[src/rtl/ipgp_pkg.sv]
package ipgp_pkg;

	localparam int STORE_BYTES = 8192;
	localparam int LINE_BYTES  = 40;

	localparam int ADDR_W     = $clog2(STORE_BYTES);
	localparam int ROW_STRIDE = 2 * LINE_BYTES;
	localparam int BASE_MAX   = 127 * ROW_STRIDE + 42 + 1;
	localparam int BASE_W     = $clog2(BASE_MAX + 1);

	localparam logic FUNC_WRITE = 1'b0;
	localparam logic FUNC_READ  = 1'b1;

	typedef logic [1:0] slot_t;
	localparam slot_t SLOT_HI  = 2'd0;
	localparam slot_t SLOT_MID = 2'd1;
	localparam slot_t SLOT_LO  = 2'd2;

	typedef logic [4:0] colour_t;
	typedef logic [7:0] byte_t;

	typedef enum logic [2:0] {
		ST_CLEAR,
		ST_IDLE,
		ST_WRAP,
		ST_RD1,
		ST_RD2,
		ST_EVAL,
		ST_WR1,
		ST_WR2
	} state_t;

endpackage

[src/rtl/ipgp_codec.sv]
module ipgp_codec
	import ipgp_pkg::*;
(
	input  byte_t   b1,
	input  byte_t   b2,
	input  slot_t   slot,
	input  colour_t colour,
	output byte_t   nb1,
	output byte_t   nb2,
	output colour_t dec_colour
);

	logic [1:0] grp;
	logic [2:0] pat;
	logic [1:0] p1;
	logic [1:0] p2;
	logic [1:0] s1;
	logic [1:0] s2;
	colour_t    base_c;

	// colour -> group / pattern
	always_comb begin
		if (colour >= 5'd15) begin
			grp = 2'd3;
			pat = 3'(colour - 5'd15);
		end else if (colour >= 5'd10) begin
			grp = 2'd2;
			pat = 3'(colour - 5'd10);
		end else if (colour >= 5'd5) begin
			grp = 2'd1;
			pat = 3'(colour - 5'd5);
		end else begin
			grp = 2'd0;
			pat = colour[2:0];
		end
	end

	always_comb begin
		case (pat)
			3'd1: begin
				p1 = 2'b10;
				p2 = 2'b01;
			end
			3'd2: begin
				p1 = 2'b11;
				p2 = 2'b00;
			end
			3'd3: begin
				p1 = 2'b00;
				p2 = 2'b11;
			end
			3'd4: begin
				p1 = 2'b11;
				p2 = 2'b11;
			end
			default: begin
				p1 = 2'b00;
				p2 = 2'b00;
			end
		endcase
	end

	always_comb begin
		case (slot)
			SLOT_HI: begin
				nb1 = {grp[0], 1'b1, p1, b1[3:0]};
				nb2 = {grp[1], 1'b1, p2, b2[3:0]};
				s1  = b1[5:4];
				s2  = b2[5:4];
			end
			SLOT_MID: begin
				nb1 = {grp[0], 1'b1, b1[5:4], p1, b1[1:0]};
				nb2 = {grp[1], 1'b1, b2[5:4], p2, b2[1:0]};
				s1  = b1[3:2];
				s2  = b2[3:2];
			end
			SLOT_LO: begin
				nb1 = {grp[0], 1'b1, b1[5:2], p1};
				nb2 = {grp[1], 1'b1, b2[5:2], p2};
				s1  = b1[1:0];
				s2  = b2[1:0];
			end
			default: begin
				nb1 = {grp[0], 1'b1, b1[5:0]};
				nb2 = {grp[1], 1'b1, b2[5:0]};
				s1  = 2'b00;
				s2  = 2'b00;
			end
		endcase
	end

	// bytes -> colour
	always_comb begin
		base_c = (b1[7] ? 5'd5 : 5'd0) + (b2[7] ? 5'd10 : 5'd0);
		case (s1)
			2'b00:   dec_colour = base_c + ((s2 == 2'b11) ? 5'd3 : 5'd0);
			2'b10:   dec_colour = base_c + 5'd1;
			2'b11:   dec_colour = base_c + ((s2 == 2'b11) ? 5'd4 : 5'd2);
			default: dec_colour = base_c;
		endcase
	end

endmodule

[config.mk]
export PLATFORM = sky130hd
export DESIGN_NAME = ipgp_codec
export DESIGN_NICKNAME = d
export VERILOG_FILES = /design/src/rtl/ipgp_pkg.sv /design/src/rtl/ipgp_codec.sv
export SDC_FILE = /design/constraint.sdc
export NUM_CORES = 1
export LEC_CHECK = 0
export BUFFER_PORTS_ARGS = -buffer_cell sky130_fd_sc_hd__buf_2
export CAP_MARGIN = 30
export CORE_MARGIN = 4
export CORE_UTILIZATION = 43
export DETAILED_ROUTE_END_ITERATION = 12
export GPL_TIMING_DRIVEN = 0
export PLACE_DENSITY_LB_ADDON = 0.25
export SETUP_SLACK_MARGIN = 0.02
export SYNTH_ARGS = -nofsm -noshare
export SYNTH_HDL_FRONTEND = slang
export SYNTH_SLANG_ARGS = --single-unit
[constraint.sdc]
create_clock -name vclk -period 3.4
set_input_delay 0.85 -clock vclk [all_inputs]
set_output_delay 0.85 -clock vclk [all_outputs]
set_load 0.02 [all_outputs]
==> results of run 1 <==
Yosys cell counts (4+ instances only):
library cell | instances | share of area
mux2i_1 | 4 | 0.049
xnor2_1 | 6 | 0.064
nor2b_1 | 4 | 0.031
inv_1 | 5 | 0.023
ha_1 | 10 | 0.15
nand2_1 | 12 | 0.055
o21ai_0 | 9 | 0.055
nor2_1 | 7 | 0.032
a31oi_1 | 9 | 0.069
a21oi_1 | 5 | 0.031
metrics by stage:
stage	setup WS, ns	cell area [um2]	instances
2_1_floorplan	-0.103	1080	115
3_3_place_gp	-0.559	1310	179
3_5_place_dp	-0.604	1310	179
4_1_cts	-0.255	1630	194
cells by family after synthesis:
kind of cell,Yosys count,share of synthesized area
other,1,0.00458
adder cells (fa/ha/maj),11,0.177
AND/OR/NAND/NOR,39,0.251
XOR/XNOR,7,0.0749
AO/OA/AOI/OAI,40,0.350
buffers and inverters,10,0.0657
multiplexers,6,0.0765
repair_timing:
item,in CTS
setup endpoints to repair,16
pin swaps,28
endpoints found under the hold margin,0
setup buffers,15
gates cloned,0
resized for setup,58
==> results.yml, run 1 <==
outcome:
  status: "did not finish"
  stop_stage: "global routing (5_1_grt)"
  error_line: "[ERROR DPL-0038] Utilization greater than 100%, impossible to legalize"
placement:
  portBuffers: 39
  dp_hpwl_mm: 1.95
  gp_congestion: 0.780
yosys:
  synth_area_per_cell_um2: 7.18
  synth_cell_type_count: 39
  syn-instance-count: 114
  yosysWarningCount: 0
  netlist_area_um2: 818
  seq_area_frac_synth: 0
floorplan:
  fp-row-count: 15
  die_h_um: 51.6
  io_pins: 44
  die_w_um: 51.6
  start_util: 0.464
clocking:
  postCtsHoldBufs: 0
timing:
  crit_endpoint: "nb2[0]"
  worstEpCategory: "top-level output"
grt:
  grt_max_degree: 10
==> run 2: changes to the inputs <==
--- a/config.mk
+++ b/config.mk
@@ -7,12 +7,11 @@
 export LEC_CHECK = 0
 export BUFFER_PORTS_ARGS = -buffer_cell sky130_fd_sc_hd__buf_2
 export CAP_MARGIN = 30
-export CORE_MARGIN = 4
-export CORE_UTILIZATION = 43
+export CORE_AREA = 4 4 65 67
 export DETAILED_ROUTE_END_ITERATION = 12
+export DIE_AREA = 0 0 69 71
 export GPL_TIMING_DRIVEN = 0
-export PLACE_DENSITY_LB_ADDON = 0.25
-export SETUP_SLACK_MARGIN = 0.02
+export PLACE_DENSITY_LB_ADDON = 0.15
 export SYNTH_ARGS = -nofsm -noshare
 export SYNTH_HDL_FRONTEND = slang
 export SYNTH_SLANG_ARGS = --single-unit
==> constraint.sdc (replaced) <==
create_clock -name vclk -period 4.42
set_input_delay 1.105 -clock vclk [all_inputs]
set_output_delay 1.105 -clock vclk [all_outputs]
set_load 0.02 [all_outputs]
==> run 2 against run 1 <==
The run now ends clean. Area after synthesis did not move. Synthesized cell count did not move.
==> results.yml, run 2 <==
cells_and_area:
  utilization: 0.331
  diodes: 0
  seq_cell_count: 0
  final_cell_mix: "buf_2 (37), nand2_1 (12), ha_1 (10), a31oi_1 (8), nor2_1 (7)"
  drive_gt1_frac: 0.408
  nets: 193
  final_cells: 205
  final_common_cell: "buf_2"
  n_clock_buffer: 0
  area_growth_pct: 47.1
  seq_area_um2: 0
setup_path:
  crit_slowest_cell: "or3_4"
  critPathBufInv: 4
  critical_path_class: "primary input to primary output"
  crit_chain: "buf_6 > inv_1 > ha_1 > and3b_1 > or3_4 > a31oi_1 > o21ai_2 > clkbuf_4 > or2_1 > a31oi_1 > buf_2"
  cp.required_ns: 3.31
  crit_arrival_ns: 3.21
  critPathMaxStageDelay_ns: 0.43
  crit_family: "simple AND/OR/NAND/NOR gates"
  cp_max_fo: 10
  crit_top_cell: "a31oi_1"
  startpoint_type: "primary input"
  cp-end-kind: "primary output"
min_path:
  hold_start: "b1[0]"
  whs_path_depth: 4
  min_path_type: "primary input to primary output"
  whs_endpoint: "nb1[0]"
floorplan:
  die_h_um: 71
  fp-row-count: 22
  coreArea_um2: 3630
  dieArea_um2: 4900
  start_util: 0.225
  die_w_um: 69
  io_pins: 44
routing:
  detail_route.vias_per_cell: 4.83
  vias: 990
  top_layer: "met3"
  dr_wl_met2_mm: 1.16
  wl_per_cell_um: 12.1
  wl_met3_um: 174
  ant_nets: 0
  remaining_drc_errors: 0
  drt_pass1_iterations: 4
  postRouteWirelength_mm: 2.48
  wl_met1_mm: 1.15
  drtIter0Drc: 37
yosys:
  synth-xor-area-share: 0.0749
  netlist_area_um2: 818
  synth_compound_area_frac: 0.350
  synth_area_per_cell_um2: 7.18
  synth.largest_area_cell: "ha_1"
  synth.most_common_cell: "nand2_1"
  synth_adder_area_share: 0.177
  yosys.area.top_type_share: 0.153
  synth_area_leaders: "ha_1 (15%), a31oi_1 (6.9%), xnor2_1 (6.4%)"
  synth-simple-area-share: 0.251
  synth_top_family_by_area: "compound AO/OA/AOI/OAI gates"
  yosysWarningCount: 0
  syn-instance-count: 114
  synth_mux_area_frac: 0.0765
  ys_top_cells_by_count: "nand2_1 (12), ha_1 (10), a31oi_1 (9), o21ai_0 (9), nor2_1 (7)"
  seq_area_frac_synth: 0
  synth_cell_type_count: 39
placement:
  dp_hpwl_mm: 2.09
  dp_cells: 202
  gp_congestion: 0.727
  portBuffers: 39
pwr:
  power.total_uw: 182
  p_clk_frac: 0
  internal-power_uw: 75.0
  p_per_area_nw_per_um2: 151
  seq_power_share: 0
  switchingPower_uw: 107
  p_leak_uw: 0.000550
  peakVddDrop_mv: 0.0343
  swShare: 0.588
  pwr-share-comb: 1.000
timing:
  min_period_ns: 4.32
  slew_viol_final: 0
  setup_viol_count_final: 0
  fin_tns_setup_ns: 0
  post-route-period-util: 0.977
  finalHoldViolCount: 0
  clock.fmax_mhz: 232
  hold_ws_ns: 2.55
grt:
  grt_pass1_wl_mm: 4.15
  antenna_found_initial: 0
  grt_remaining_overflow: 0
  first_global_vias: 903
  grt_use_total: 0.0949
  grt_max_degree: 11
run:
  cap_violations: 0
outcome:
  status: "completed"
## run 2: area by class of cell
| cell class | instances | area [um2] |
|---|---|---|
| plain buffers | 5 | 38.8 |
| fillers | 426 | 2430 |
| inverters | 5 | 18.8 |
| multi-input cells | 105 | 847 |
| well taps | 48 | 60.1 |
| repair buffers | 42 | 239 |
## run 2: worst min-delay path, delay by kind of cell
family	cells	cell delay (ns)
AOI/OAI and AO/OA	1	0.05
buffers and inverters	2	0.25
and+or+nand+nor	1	0.04
## run 2: kinds of logic after synthesis
| logic type | count (synthesis) |
|---|---|
| AND/OR/NAND/NOR | 39 |
| other | 1 |
| XOR/XNOR | 7 |
| multiplexers | 6 |
| buffers and inverters | 10 |
| AO/OA/AOI/OAI | 40 |
| adder cells (fa/ha/maj) | 11 |
## run 2: how the worst max path moves through the flow
stage	to	startpoint	cells after the start	slack, ns
floorplan	nb2[3]	colour[0]	8	0.05
global placement	nb2[1]	colour[0]	10	-0.08
detailed placement	nb2[1]	colour[0]	10	-0.13
CTS	nb1[3]	colour[0]	10	0.003
global route	nb2[4]	colour[0]	11	-0.0009
finish	nb2[4]	colour[0]	11	0.10
## run 2: metal layers
metal | GRT usage | vias up
met5 | 0 | -
met1 | 0.133 | 445
met4 | 0 | 0
met2 | 0.159 | 31
met3 | 0.0199 | 0
li1 | - | 514
## run 2: power by group through the flow
| stage | sequential (uW) | clock (uW) | combinational, uW |
|---|---|---|---|
| finish | 0 | 0 | 182 |
| floorplan | 0 | 0 | 111 |
| global placement | 0 | 0 | 159 |
| detailed placement | 0 | 0 | 161 |
| global route | 0 | 0 | 199 |
| CTS | 0 | 0 | 163 |
## run 2: what timing repair did
action	CTS	global route
endpoints found under the setup margin	8	16
buffers inserted	0	3
hold buffers	0	0
pin swaps	0	6
gates resized for setup	2	23
## run 2: stage by stage
stage,worst slack (ns),cell area (um2)
floorplan,0.0501,822
global placement,-0.0781,1080
detailed placement,-0.132,1080
CTS,0.00345,1080
global route,-0.000933,1200
finish,0.104,1200
Power figures use the tool's default switching activity.
==> run 3: changes to the inputs <==
--- a/config.mk
+++ b/config.mk
@@ -7,6 +7,8 @@
 export LEC_CHECK = 0
 export BUFFER_PORTS_ARGS = -buffer_cell sky130_fd_sc_hd__buf_2
 export CAP_MARGIN = 30
+export CELL_PAD_IN_SITES_DETAIL_PLACEMENT = 2
+export CELL_PAD_IN_SITES_GLOBAL_PLACEMENT = 2
 export CORE_AREA = 4 4 65 67
 export DETAILED_ROUTE_END_ITERATION = 12
 export DIE_AREA = 0 0 69 71
==> run 3 against run 2 <==
Total power rose by 1.4%. Non-clock buffer count did not move. Worst hold slack improved by 0.023 ns. Sequential share of layout area did not move. Via count rose by 5.3%. Fmax fell by 0.29%. Utilization fell by 0.17 points. Clock-buffer cell count did not move. Routed wire length rose by 22%. Die area did not move. Combinational power barely moved. Largest cell class unchanged.
==> results.yml, run 3 (synthesis gave the netlist of run 2 again) <==
cells_and_area:
  final_cell_area_um2: 1200
  n_clock_buffer: 0
  nets: 193
  drive_gt1_frac: 0.414
  seq_area_um2: 0
  area_growth_pct: 46.3
  seq_cell_count: 0
  final_cell_mix: "buf_2 (35), nand2_1 (12), buf_4 (10), ha_1 (10), a31oi_1 (8)"
  multi_input_area_um2: 852
  final_common_cell: "buf_2"
  fillers: 439
  final_cells: 205
  diodes: 0
grt:
  grt_remaining_overflow: 0
  first_global_vias: 1063
  antenna_found_initial: 0
  grt_use_total: 0.118
  grt_pass1_wl_mm: 5.04
  grt_max_degree: 11
floorplan:
  dieArea_um2: 4900
  start_util: 0.225
  die_w_um: 69
  coreArea_um2: 3630
  die_h_um: 71
  io_pins: 44
  fp-row-count: 22
placement:
  portBuffers: 39
  dp_hpwl_mm: 2.59
  dp_slack_ns: -0.205
  gp_congestion: 0.717
  dp_cells: 202
  placed_area_um2: 1080
min_path:
  hold_start: "b1[4]"
  whs_endpoint: "nb1[4]"
  min_path_type: "primary input to primary output"
  whs_path_depth: 3
pwr:
  peakVddDrop_mv: 0.0354
  p_per_area_nw_per_um2: 154
  p_leak_uw: 0.000547
  power.total_uw: 184
setup_path:
  critical_path_class: "primary input to primary output"
  cp.required_ns: 3.31
  cp-end-kind: "primary output"
  cp_max_fo: 10
  startpoint_type: "primary input"
  crit_arrival_ns: 3.22
timing:
  slew_viol_final: 0
  finalHoldViolCount: 0
  min_period_ns: 4.33
  clock.fmax_mhz: 231
  rsz0062_at_grt: "yes"
  setup_slack_ns: 0.0914
  post-route-period-util: 0.979
  hold_ws_ns: 2.57
  setup_viol_count_final: 0
routing:
  vias: 1042
  wl_per_cell_um: 14.8
  remaining_drc_errors: 0
  postRouteWirelength_mm: 3.03
  ant_nets: 0
  drtIter0Drc: 23
  detail_route.vias_per_cell: 5.08
  drt_pass1_iterations: 4
clocking:
  postCtsHoldBufs: 0
outcome:
  status: "completed"
run:
  cap_violations: 0
==> run 3: cell count changes in the layout (fill, tap and decap cells not counted), sizes merged <==
cell,before,now
clkbuf,2,1
buf,45,46
==> run 3: layer usage <==
metal	vias to the layer above	wire (um)	global-route usage
li1	507	-	-
met1	503	1350	0.150
met2	30	1510	0.224
met3	2	138	0.00994
met4	0	23	0.00868
met5	-	0	0
==> run 3: layout make-up <==
cell class	instances	area share
Buffer	5	0.0324
Inverter	5	0.0157
Multi-Input combinational cell	105	0.712
Timing Repair Buffer	42	0.190
Tap cell	48	0.0502
==> run 3: critical path, cell delays in order <==
cell and delay, ns:
buf_4 0.14, inv_1 0.07, ha_1 0.19, and3b_1 0.18, or3_4 0.41, a31oi_1 0.24, o21ai_2 0.11, buf_4 0.18
or2_1 0.25, a31oi_1 0.16, buf_2 0.18
==> run 3: how the worst max path moves through the flow <==
| stage | start | end | slack, ns |
|---|---|---|---|
| 2_1_floorplan | colour[0] | nb2[3] | 0.05 |
| 3_3_place_gp | colour[0] | nb2[1] | -0.12 |
| 3_5_place_dp | slot[0] | dec_colour[3] | -0.21 |
| 4_1_cts | slot[0] | dec_colour[3] | 0.005 |
| 5_1_grt | colour[0] | nb2[2] | -0.04 |
| 6_report | colour[0] | nb2[4] | 0.09 |
==> run 3: through the flow <==
stage               TNS, ns   util
detailed placement   -0.945  0.296
global placement     -0.469  0.296
floorplan                 0      -
finish                    0  0.330
CTS                       0  0.313
global route         -0.146  0.330
==> run 3: power by group <==
group | leakage [uW] | switching, uW | internal, uW
Sequential | 0 | 0 | 0
Combinational | 0.000547 | 111 | 73.9
Clock | 0 | 0 | 0
==> run 3: timing repair <==
item	in CTS	in global routing
resized for setup	15	11
cloned	0	0
setup endpoints to repair	12	15
pin swaps	1	4
buffers inserted	0	3
endpoints found under the hold margin	0	0
